===== config.mk =====
export PLATFORM = sky130hd
export DESIGN_NAME = zip_central_directory_lister
export DESIGN_NICKNAME = d
export VERILOG_FILES = /design/src/rtl/zcdl_pkg.sv /design/src/rtl/zip_central_directory_lister.sv
export SDC_FILE = /design/constraint.sdc
export NUM_CORES = 1
export LEC_CHECK = 0
export BUFFER_PORTS_ARGS = -buffer_cell sky130_fd_sc_hd__buf_2
export CAP_MARGIN = 20
export CORE_MARGIN = 3
export CORE_UTILIZATION = 38
export CTS_CLUSTER_SIZE = 30
export DETAILED_ROUTE_END_ITERATION = 10
export HOLD_SLACK_MARGIN = 0.05
export PLACE_DENSITY = 0.52
export SKIP_LAST_GASP = 1
export SLEW_MARGIN = 20
export SYNTH_ARGS = -nofsm -noshare
export SYNTH_HDL_FRONTEND = slang
export SYNTH_SLANG_ARGS = --single-unit

===== constraint.sdc =====
create_clock -name clk_i -period 15.27 [get_ports clk_i]
set_clock_uncertainty 0.15 [all_clocks]
set_input_delay 3.054 -clock clk_i [delete_from_list [all_inputs] [get_ports clk_i]]
set_output_delay 3.054 -clock clk_i [all_outputs]
set_load 0.05 [all_outputs]

===== src/rtl/zcdl_pkg.sv =====
// ----------------------------------------------------------------------------
// zcdl_pkg
// Types and constants shared by the central directory lister.
// ----------------------------------------------------------------------------
package zcdl_pkg;

  typedef enum logic [1:0] {
    PH_HUNT = 2'd0,
    PH_HEAD = 2'd1,
    PH_BODY = 2'd2,
    PH_DONE = 2'd3
  } phase_e;

  typedef enum logic [1:0] {
    KIND_NAME      = 2'd0,
    KIND_NOT_FOUND = 2'd1,
    KIND_MALFORMED = 2'd2,
    KIND_FINISHED  = 2'd3
  } kind_e;

  typedef struct packed {
    kind_e       kind;
    logic [7:0]  name_byte;
    logic        name_end;
    logic [15:0] entry_number;
  } res_t;

  localparam logic [31:0] SIG_WORD    = 32'h504B_0102;
  localparam logic [5:0]  FIXED_LAST  = 6'd45;  // last byte of fixed header
  localparam logic [5:0]  OFS_NAME    = 6'd28;
  localparam logic [5:0]  OFS_EXTRA   = 6'd30;
  localparam logic [5:0]  OFS_COMMENT = 6'd32;
  localparam logic [5:0]  SIG_LEN     = 6'd4;
  localparam logic [18:0] FIXED_TAIL  = 19'd12; // header bytes after offset 33
  localparam logic [15:0] IDX_MAX     = 16'hFFFF;

  function automatic logic [7:0] sig_byte(input logic [1:0] idx);
    logic [7:0] r;
    case (idx)
      2'd0:    r = SIG_WORD[31:24];
      2'd1:    r = SIG_WORD[23:16];
      2'd2:    r = SIG_WORD[15:8];
      default: r = SIG_WORD[7:0];
    endcase
    return r;
  endfunction

endpackage


===== src/rtl/zip_central_directory_lister.sv =====
// A result word enters the result queue when the byte that causes it is
// accepted. Bytes go in at one per cycle unless stalled; a byte causing two
// words (a name byte plus a terminal word) takes two result queue slots.
// The byte port stalls only while the four-entry result queue has under two
// free slots. Reset clears the walk state, the queue and the length register;
// a byte marked last returns the walk state to reset and keeps the length.
// ----------------------------------------------------------------------------
// zip_central_directory_lister
// Walks the central directory of an archive byte stream and lists names.
// ----------------------------------------------------------------------------
module zip_central_directory_lister #(
  parameter int POSITION_BITS = 32
) (
  input  logic        clk_i,
  input  logic        rst_ni,
  input  logic        cfg_valid_i,
  output logic        cfg_ready_o,
  input  logic [31:0] cfg_archive_length_i,
  input  logic        in_valid_i,
  output logic        in_stall_o,
  input  logic [7:0]  data_byte_i,
  input  logic        last_byte_i,
  output logic        out_valid_o,
  input  logic        out_stall_i,
  output logic [1:0]  kind_o,
  output logic [7:0]  name_byte_o,
  output logic        name_end_o,
  output logic [15:0] entry_number_o
);

  localparam int EXT_W = ((POSITION_BITS > 32) ? POSITION_BITS : 32) + 1;

  // walk state
  logic [31:0]              len_q;
  logic [31:0]              mw_q, mw_d;
  zcdl_pkg::phase_e         ph_q, ph_d;
  logic [POSITION_BITS-1:0] pos_q, pos_d;
  logic [5:0]               rbc_q, rbc_d;
  logic [15:0]              name_q, name_d;
  logic [15:0]              extra_q, extra_d;
  logic [7:0]               clo_q, clo_d;
  logic [17:0]              sum_q, sum_d;
  logic [16:0]              tail_q, tail_d;
  logic [17:0]              skip_q, skip_d;
  logic [15:0]              idx_q, idx_d;

  // result queue
  zcdl_pkg::res_t rq_q [4];
  logic [1:0]     wr_ptr_q, rd_ptr_q;
  logic [2:0]     cnt_q;

  logic           in_acc, out_acc;
  zcdl_pkg::res_t r0, r1;
  logic [1:0]     n_res;

  assign cfg_ready_o = 1'b1;
  assign in_stall_o  = (cnt_q > 3'd2);
  assign in_acc      = in_valid_i && !in_stall_o;
  assign out_valid_o = (cnt_q != 3'd0);
  assign out_acc     = out_valid_o && !out_stall_i;

  // position against archive length
  logic [EXT_W-1:0] pos_ext, len_ext, diff;
  logic             at_end;
  logic [31:0]      left;
  assign pos_ext = EXT_W'(pos_q);
  assign len_ext = EXT_W'(len_q);
  assign diff    = len_ext - pos_ext;
  assign at_end  = (pos_ext >= len_ext) || (diff == EXT_W'(1));
  assign left    = at_end ? 32'd0 : 32'(diff - EXT_W'(1));

  // per-byte step
  always_comb begin
    logic        term;
    logic        boundary;
    logic [7:0]  b;
    logic [15:0] cfull;
    logic [17:0] sum33;
    logic [18:0] need;
    zcdl_pkg::res_t put;
    b     = data_byte_i;
    term  = 1'b0;
    boundary = 1'b0;
    cfull = {b, clo_q};
    sum33 = 18'(name_q) + 18'(extra_q) + 18'(cfull);
    need  = 19'(sum33) + zcdl_pkg::FIXED_TAIL;
    mw_d  = mw_q;
    ph_d  = ph_q;
    rbc_d = rbc_q;
    name_d  = name_q;
    extra_d = extra_q;
    clo_d   = clo_q;
    sum_d   = sum_q;
    tail_d  = tail_q;
    skip_d  = skip_q;
    idx_d   = idx_q;
    n_res   = 2'd0;
    r0      = '0;
    r1      = '0;
    put     = '0;

    case (ph_q)
      zcdl_pkg::PH_HUNT: begin
        mw_d = {mw_q[23:0], b};
        if (mw_d == zcdl_pkg::SIG_WORD) begin
          idx_d = '0;
          if (at_end) begin
            term = 1'b1;
            ph_d = zcdl_pkg::PH_DONE;
          end else begin
            ph_d  = zcdl_pkg::PH_HEAD;
            rbc_d = zcdl_pkg::SIG_LEN;
          end
        end else if (at_end) begin
          term = 1'b1;
          ph_d = zcdl_pkg::PH_DONE;
        end
        if (term) begin
          put.kind = (mw_d == zcdl_pkg::SIG_WORD) ? zcdl_pkg::KIND_FINISHED
                                                   : zcdl_pkg::KIND_NOT_FOUND;
          put.entry_number = idx_d;
          r0    = put;
          n_res = 2'd1;
        end
      end
      zcdl_pkg::PH_HEAD: begin
        if (rbc_q < zcdl_pkg::SIG_LEN && b != zcdl_pkg::sig_byte(rbc_q[1:0])) begin
          term = 1'b1;
          ph_d = zcdl_pkg::PH_DONE;
          put.kind = zcdl_pkg::KIND_FINISHED;
          put.entry_number = idx_q;
          r0    = put;
          n_res = 2'd1;
        end else begin
          if (rbc_q == zcdl_pkg::OFS_NAME)          name_d  = {8'd0, b};
          if (rbc_q == zcdl_pkg::OFS_NAME + 6'd1)   name_d  = {b, name_q[7:0]};
          if (rbc_q == zcdl_pkg::OFS_EXTRA)         extra_d = {8'd0, b};
          if (rbc_q == zcdl_pkg::OFS_EXTRA + 6'd1)  extra_d = {b, extra_q[7:0]};
          if (rbc_q == zcdl_pkg::OFS_COMMENT)       clo_d   = b;
          if (rbc_q == zcdl_pkg::OFS_COMMENT + 6'd1) begin
            sum_d  = sum33;
            tail_d = 17'(extra_q) + 17'(cfull);
            // record must fit in what is left of the archive
            if ({14'd0, need} > {1'b0, left}) begin
              term = 1'b1;
              ph_d = zcdl_pkg::PH_DONE;
              put.kind = zcdl_pkg::KIND_MALFORMED;
              put.entry_number = idx_q;
              r0    = put;
              n_res = 2'd1;
            end
          end
          if (!term) begin
            if (rbc_q >= zcdl_pkg::FIXED_LAST) begin
              skip_d = sum_q;
              if (sum_q == '0) boundary = 1'b1;
              else             ph_d = zcdl_pkg::PH_BODY;
            end else begin
              rbc_d = rbc_q + 6'd1;
            end
          end
        end
      end
      zcdl_pkg::PH_BODY: begin
        if (skip_q > 18'(tail_q)) begin
          put.kind         = zcdl_pkg::KIND_NAME;
          put.name_byte    = b;
          put.name_end     = (skip_q == 18'(tail_q) + 18'd1);
          put.entry_number = idx_q;
          r0    = put;
          n_res = 2'd1;
        end
        if (skip_q != '0) skip_d = skip_q - 18'd1;
        if (skip_d == '0) boundary = 1'b1;
      end
      default: ;
    endcase

    if (boundary) begin
      if (idx_q != zcdl_pkg::IDX_MAX) idx_d = idx_q + 16'd1;
      if (left <= 32'd4) begin
        term = 1'b1;
        ph_d = zcdl_pkg::PH_DONE;
        put  = '0;
        put.kind = zcdl_pkg::KIND_FINISHED;
        put.entry_number = idx_d;
        if (n_res == 2'd0) r0 = put;
        else               r1 = put;
        n_res = n_res + 2'd1;
      end else begin
        ph_d  = zcdl_pkg::PH_HEAD;
        rbc_d = '0;
      end
    end

    // archive ends inside a record
    if (!term && (ph_d == zcdl_pkg::PH_HEAD || ph_d == zcdl_pkg::PH_BODY) && at_end) begin
      term = 1'b1;
      ph_d = zcdl_pkg::PH_DONE;
      put  = '0;
      put.kind = zcdl_pkg::KIND_MALFORMED;
      put.entry_number = idx_d;
      if (n_res == 2'd0) r0 = put;
      else               r1 = put;
      n_res = n_res + 2'd1;
    end

    // stream ends before any terminal word
    if (last_byte_i && !term && ph_d != zcdl_pkg::PH_DONE) begin
      put = '0;
      put.kind = (ph_d == zcdl_pkg::PH_HUNT) ? zcdl_pkg::KIND_NOT_FOUND
                                             : zcdl_pkg::KIND_MALFORMED;
      put.entry_number = idx_d;
      if (n_res == 2'd0) r0 = put;
      else               r1 = put;
      n_res = n_res + 2'd1;
    end

    pos_d = (&pos_q) ? pos_q : pos_q + POSITION_BITS'(1);

    if (last_byte_i) begin
      mw_d    = '0;
      ph_d    = zcdl_pkg::PH_HUNT;
      pos_d   = '0;
      rbc_d   = '0;
      name_d  = '0;
      extra_d = '0;
      clo_d   = '0;
      sum_d   = '0;
      tail_d  = '0;
      skip_d  = '0;
      idx_d   = '0;
    end
  end

  always_ff @(posedge clk_i or negedge rst_ni) begin
    if (!rst_ni) begin
      len_q   <= '0;
      mw_q    <= '0;
      ph_q    <= zcdl_pkg::PH_HUNT;
      pos_q   <= '0;
      rbc_q   <= '0;
      name_q  <= '0;
      extra_q <= '0;
      clo_q   <= '0;
      sum_q   <= '0;
      tail_q  <= '0;
      skip_q  <= '0;
      idx_q   <= '0;
    end else begin
      if (cfg_valid_i && cfg_ready_o) len_q <= cfg_archive_length_i;
      if (in_acc) begin
        mw_q    <= mw_d;
        ph_q    <= ph_d;
        pos_q   <= pos_d;
        rbc_q   <= rbc_d;
        name_q  <= name_d;
        extra_q <= extra_d;
        clo_q   <= clo_d;
        sum_q   <= sum_d;
        tail_q  <= tail_d;
        skip_q  <= skip_d;
        idx_q   <= idx_d;
      end
    end
  end

  // result queue pointers
  logic [1:0] push_n;
  assign push_n = in_acc ? n_res : 2'd0;

  always_ff @(posedge clk_i or negedge rst_ni) begin
    if (!rst_ni) begin
      wr_ptr_q <= '0;
      rd_ptr_q <= '0;
      cnt_q    <= '0;
    end else begin
      wr_ptr_q <= wr_ptr_q + push_n;
      if (out_acc) rd_ptr_q <= rd_ptr_q + 2'd1;
      cnt_q <= cnt_q + 3'(push_n) - (out_acc ? 3'd1 : 3'd0);
    end
  end

  always_ff @(posedge clk_i) begin
    if (push_n != 2'd0) rq_q[wr_ptr_q] <= r0;
    if (push_n == 2'd2) rq_q[wr_ptr_q + 2'd1] <= r1;
  end

  assign kind_o         = rq_q[rd_ptr_q].kind;
  assign name_byte_o    = rq_q[rd_ptr_q].name_byte;
  assign name_end_o     = rq_q[rd_ptr_q].name_end;
  assign entry_number_o = rq_q[rd_ptr_q].entry_number;

  a_cnt_bound: assert property (@(posedge clk_i) disable iff (!rst_ni)
    cnt_q <= 3'd4)
    else $error("result queue overflow");

  a_last_rearms: assert property (@(posedge clk_i) disable iff (!rst_ni)
    in_acc && last_byte_i |=> ph_q == zcdl_pkg::PH_HUNT && pos_q == '0)
    else $error("walk not rearmed after last byte");

  a_end_is_name: assert property (@(posedge clk_i) disable iff (!rst_ni)
    out_valid_o && name_end_o |-> kind_o == zcdl_pkg::KIND_NAME)
    else $error("name end mark on non-name word");

  a_body_skip: assert property (@(posedge clk_i) disable iff (!rst_ni)
    ph_q == zcdl_pkg::PH_BODY |-> skip_q != '0)
    else $error("body phase with nothing to skip");

  a_head_count: assert property (@(posedge clk_i) disable iff (!rst_ni)
    ph_q == zcdl_pkg::PH_HEAD |-> rbc_q <= zcdl_pkg::FIXED_LAST)
    else $error("header byte count out of range");

endmodule


### Yosys cells after proc, flatten, opt, wreduce, memory -nomap -nowiden

Memory sizes are Yosys's and may differ from the RTL's.
Cells that the tools add are included.

| storage, ports and cells | value |
|---|---|
| memory bits (writable) | 108 |
| input port bits | 46 |
| word-level logic and storage cells | 233 |
| register bits | 212 |
| memories kept | 1 |

| operators by class | value |
|---|---|
| add/sub/neg operators | 19 |
| multiplexer cells | 120 |
| magnitude comparators | 7 |
| reductions and logical operators | 43 |
| eq/ne operators | 26 |

Memories:

| memory | words | width | rd ports | clocked after memory_dff | write ports | RTL line | text |
|---|---|---|---|---|---|---|---|
| rq_q | 4 | 27 | 1 | 0 | 2 | zip_central_directory_lister.sv:48 | `zcdl_pkg::res_t rq_q [4];` |

Operators with widths:

| operator | count |
|---|---|
| $mux 27 | 18 |
| $mux 16 | 16 |
| $mux 18 | 10 |
| $mux 32 | 3 |
| $pmux 27 s3 | 1 |
| $mux 17 | 4 |
| $mux 24 | 2 |
| $mux 6 | 8 |
| $mux 2 | 20 |
| $mux 8 | 5 |
| $logic_not 18->1 | 2 |
| $pmux 18 s2 | 1 |
| $add 16x16->17 | 2 |
| $eq 33x1->1 const B | 1 |
| $sub 32x32->33 | 1 |
| $add 32x1->32 const B | 1 |
| $eq 32x31->1 const B | 1 |
| $ge 32x32->1 | 1 |
| $gt 19x32->1 | 1 |
| $le 32x3->1 const B | 1 |
| $reduce_and 32->1 | 1 |
| $sub 32x1->32 const B | 1 |
| $mux 1 | 25 |
| $mux 25 | 1 |
| other kinds (38) | 88 |

### Depth between registers and ports, before layout

| depth | value |
|---|---|
| depth in word-level cells | 26 |
| mapped depth | 45 |
| gate-level depth less buffers | 44 |

### Least setup slack after synthesis

OpenSTA, ideal clock, no wires.

| path | value |
|---|---|
| path kind | input port to flip-flop |
| start | input data_byte_i[0] |
| end | memory rq_q[3][0] (netlist name), enable pin |
| stages | 37 |
| path slack | 4.202 ns |
| setup time | 0.375 ns |
| path buffers | 2 |
| arrival | 10.544 ns |
| path through | fa_1 > ha_1 > o21ai_0 > a21boi_0 > o21ai_0 > a21boi_0 > o21ai_0 > a21boi_0 > o21ai_0 > nand2b_1 > xor2_1 > nand3_1 > xnor2_1 > ha_1 > nand3_1 > nor4_1 > o21ai_0 > a21o_1 > a211oi_1 > and2_1 > nand4_4 > a31oi_4 > ha_1 > nor2b_1 > inv_1 > ha_1 > and2_1 > a41oi_1 > ha_1 > inv_1 > o2111ai_1 > a21oi_1 > or2_2 > or3_1 > buf_2 > buf_2 > nand2_1 |

RTL lines:

| what | RTL line | text |
|---|---|---|
| start: declaration | zip_central_directory_lister.sv:21 | `input logic [7:0] data_byte_i,` |
| end: declaration | zip_central_directory_lister.sv:48 |  |

==> flow_summary.toml <==
[timing]
hold_violations = 0
rsz0062_at_grt = "no"
finalWorstPathRequiredPeriod_ns = 12.50
tns_ns = 0
layout_worst_path_cycle_share_pct = 81.9
relSlewSlack_pct = 25.6
setup_viol = 0
maxClockFrequency_mhz = 80.0
worst_pin_slew_ns = 1.12
slew_violations = 0

[die]
die_boundary_height_um = 250
floorplan_core_area_sq_um = 58400
effective_utilization_at_floorplan_pct = 38.8
die-area_sq_um = 62600
die_width_um = 250
number_of_placement_rows = 88
floorplan.io_pins = 76

[power]
switching_share_pct = 44.8
p_switching_mw = 2.05
p_comb_share_pct = 50.5
clock_power_share_pct = 21.4
seq_power_share_pct = 28.0
peakVddDrop_v = 0.0000960
intPower_mw = 2.53
static-leakage-power_nw = 10.1
power_density_nw_per_um2 = 183

[worst_setup_path]
timing.rr.end = "rq_q[0][10]"
worst-path-max-fanout = 18
cp_data_required_time_ns = 15.28
setup.worst_path.start_class = "primary input"
timing.setup.critical_path_class = "primary input to register"
arrival_ns = 12.51
worst_path_max_delay_cell = "o2bb2a_1"
timing.critical_path.to_type = "register"
crit-reg2reg-launch = "extra_q[1]"
worst-r2r-cell-count = 42
max_stage_delay_ns = 0.57
worst-r2r-setup-slack_ns = 3.56

[detailed_routing]
routed-wl-met3_mm = 2.60
drc = 0
drt_first_iter_violations = 1307
dr.max_layer_used = "met4"
detail_route.wirelength_mm = 67.4
drt_pass1_iterations = 6
met2RoutedLength_mm = 32.0
detail_route.wirelength.met1_mm = 30.6
post_drt_wl_per_cell_um = 20.4
detailroute.via_count = 19200
antenna_left = 0
via_per_inst = 5.81

[min_path]
timing.hold.worst_path_depth = 1
whs_endpoint = "rq_q[0][17]"
hold_path.startpoint = "rq_q[0][17]"
hp-class = "register to register"

[global_route]
grt_use_total_pct = 21.0
wire_length_of_the_first_global_routing_pass_mm = 107
grt_max_degree = 81
first_global_vias = 19000
grt-ovfl-total = 0
grt_antenna_before_repair = 0

[flow_run]
max_cap_violations = 0

[cts]
cts_repair_resize_count = 0
cts_setup_buffers = 0
cts_hold_buffers = 0
clock_path_buffers = 3
clock_transition_at_the_register_clock_pins_on_the_worst_setup_and_hold_paths_after_cts_ns = 0.06
tritoncts_clock_tree = "built"
cts_made_buffers = 39
cts_root_buffer = "clkbuf_16"
clkLatencyLatePin_ns = 0.57
clock_sinks = 320
cts.htree.levels = 2

[final_layout]
layout.cells.most_common_list = "266 x nand2_1, 211 x dfrtp_1, 169 x nor2_1"
leading_cell_type_in_the_layout_fill_and_taps_excluded = "nand2_1"
area.growth.synth_to_final_pct = 10.5
number_of_inserted_diodes = 0
proportion_of_layout_cells_with_a_drive_suffix_above_1_pct = 11.9
fin_cells = 3309
final_net_count = 2705

[placement]
numPlacedInstances = 3237
routabilityCongestion = 0.899
dp_hpwl_mm = 49.8
place.port_buffers = 74

[logic_synthesis]
ys_warn_count = 0
yosysTopAreaCellShare_pct = 23.4
post_synthesis_sequential_area_ratio_pct = 36.1
dominant_cell_type_by_area_after_synthesis = "dfrtp_1"
number_of_enable_flip_flop_cells_after_synthesis = 72
synth_nets = 2691
yosys.cell_types.count = 97
synth_top_flop_cell = "dfrtp_1"
syn-cell-area_sq_um = 22700
synth_async_sr_flop_share_pct = 66.3
yosys_register_bits = 320
synthTopCellsByArea = "dfrtp_1 23%, edfxtp_1 9.5%, ha_1 6.9%, nand2_1 4.4%, o21ai_0 3.6%"
syn_area_per_cell_sq_um = 9.07
synthesis.instances = 2500

[run_status]
run_status = "finished clean"
-- stage by stage --
step | setup WS [ns] | instance area (sq um) | utilization [%] | hold slack [ns] | power, mW
detailed placement | 2.37 | 23700 | 40.6 | 0.292 | 3.61
global route | 1.93 | 25000 | 42.9 | 0.336 | 4.92
finish | 2.77 | 25000 | 42.9 | 0.313 | 4.58
global placement | 2.72 | 23700 | 40.6 | 0.290 | 3.57
floorplan | 4.20 | 22700 | - | 0.277 | 2.96
CTS | 3.00 | 25000 | 42.9 | 0.312 | 4.61
-- critical path, delay by kind of cell --
kind	cells	cell delay [ns]
compound gates	16	4.45
fa+ha+maj	6	1.86
simple gates	8	1.62
buf+inv	4	1.03
xor+xnor	2	0.48
-- kinds of logic after synthesis --
group / share of synthesized area (%)
adder cells (fa/ha/maj): 8.67
AO/OA/AOI/OAI: 21.4
multiplexers: 6.03
flip-flops: 36.1
other: 0.0331
buffers and inverters: 4.61
XOR/XNOR: 5.06
AND/OR/NAND/NOR: 18.1
-- worst max-delay path by stage --
stage	from	to	slack [ns]	depth (start not counted)
after floorplan	data_byte_i[0]	rq_q[3][0]	4.20	37
after global placement	data_byte_i[0]	rq_q[0][10]	2.72	36
after detailed placement	data_byte_i[0]	rq_q[0][10]	2.37	36
after CTS	data_byte_i[0]	rq_q[0][4]	3.00	36
after global routing	data_byte_i[0]	rq_q[0][4]	1.93	36
final	data_byte_i[0]	rq_q[0][10]	2.77	36
-- cells in the mapped netlist, types with 30 or more instances --
cell type and number:
nor3_1 65, nand4_1 46, xor2_1 48, o22ai_1 78, inv_1 131, ha_1 125, mux2_2 51, xnor2_1 83
clkbuf_1 97, o21ai_0 163, a21oi_1 127, nor4_1 30, nand3_1 77, nor2_1 171, dfxtp_1 36, dfrtp_1 212
a22o_1 76, edfxtp_1 72, nand2_1 266
-- area by class of cell --
cell class / instances / area (sq um)
tap: 765 / 957
inverter: 131 / 492
clock buffer: 51 / 1100
timing repair buffer: 101 / 591
sequential: 320 / 8190
fill: 5746 / 33300
multi-input combinational: 1921 / 13500
clock inverter: 20 / 243
-- registers in the layout (all words and copies together) (netlist names) --
register / flops
extra_q: 16
rd_ptr_q: 2
rbc_q: 6
pos_q: 32
clo_q: 8
name_q: 16
len_q: 32
tail_q: 17
rq_q: 108
wr_ptr_q: 2
skip_q: 18
sum_q: 18
mw_q: 24
ph_q: 2
idx_q: 16
cnt_q: 3
-- power by group through the flow --
stage,clock [mW],combinational (mW),sequential (mW)
3_3_place_gp,0,2.27,1.30
4_1_cts,1.01,2.32,1.29
5_1_grt,1.04,2.57,1.31
6_report,0.982,2.32,1.29
2_1_floorplan,0,1.77,1.19
3_5_place_dp,0,2.30,1.30
-- per-layer routing --
metal  track usage, %  vias to the layer above
met5                0                        -
met4             7.52                        0
met3             2.23                      104
met2             35.2                      470
met1             28.1                     9374
li1                 -                     9290
Power figures use the tool's default switching activity.
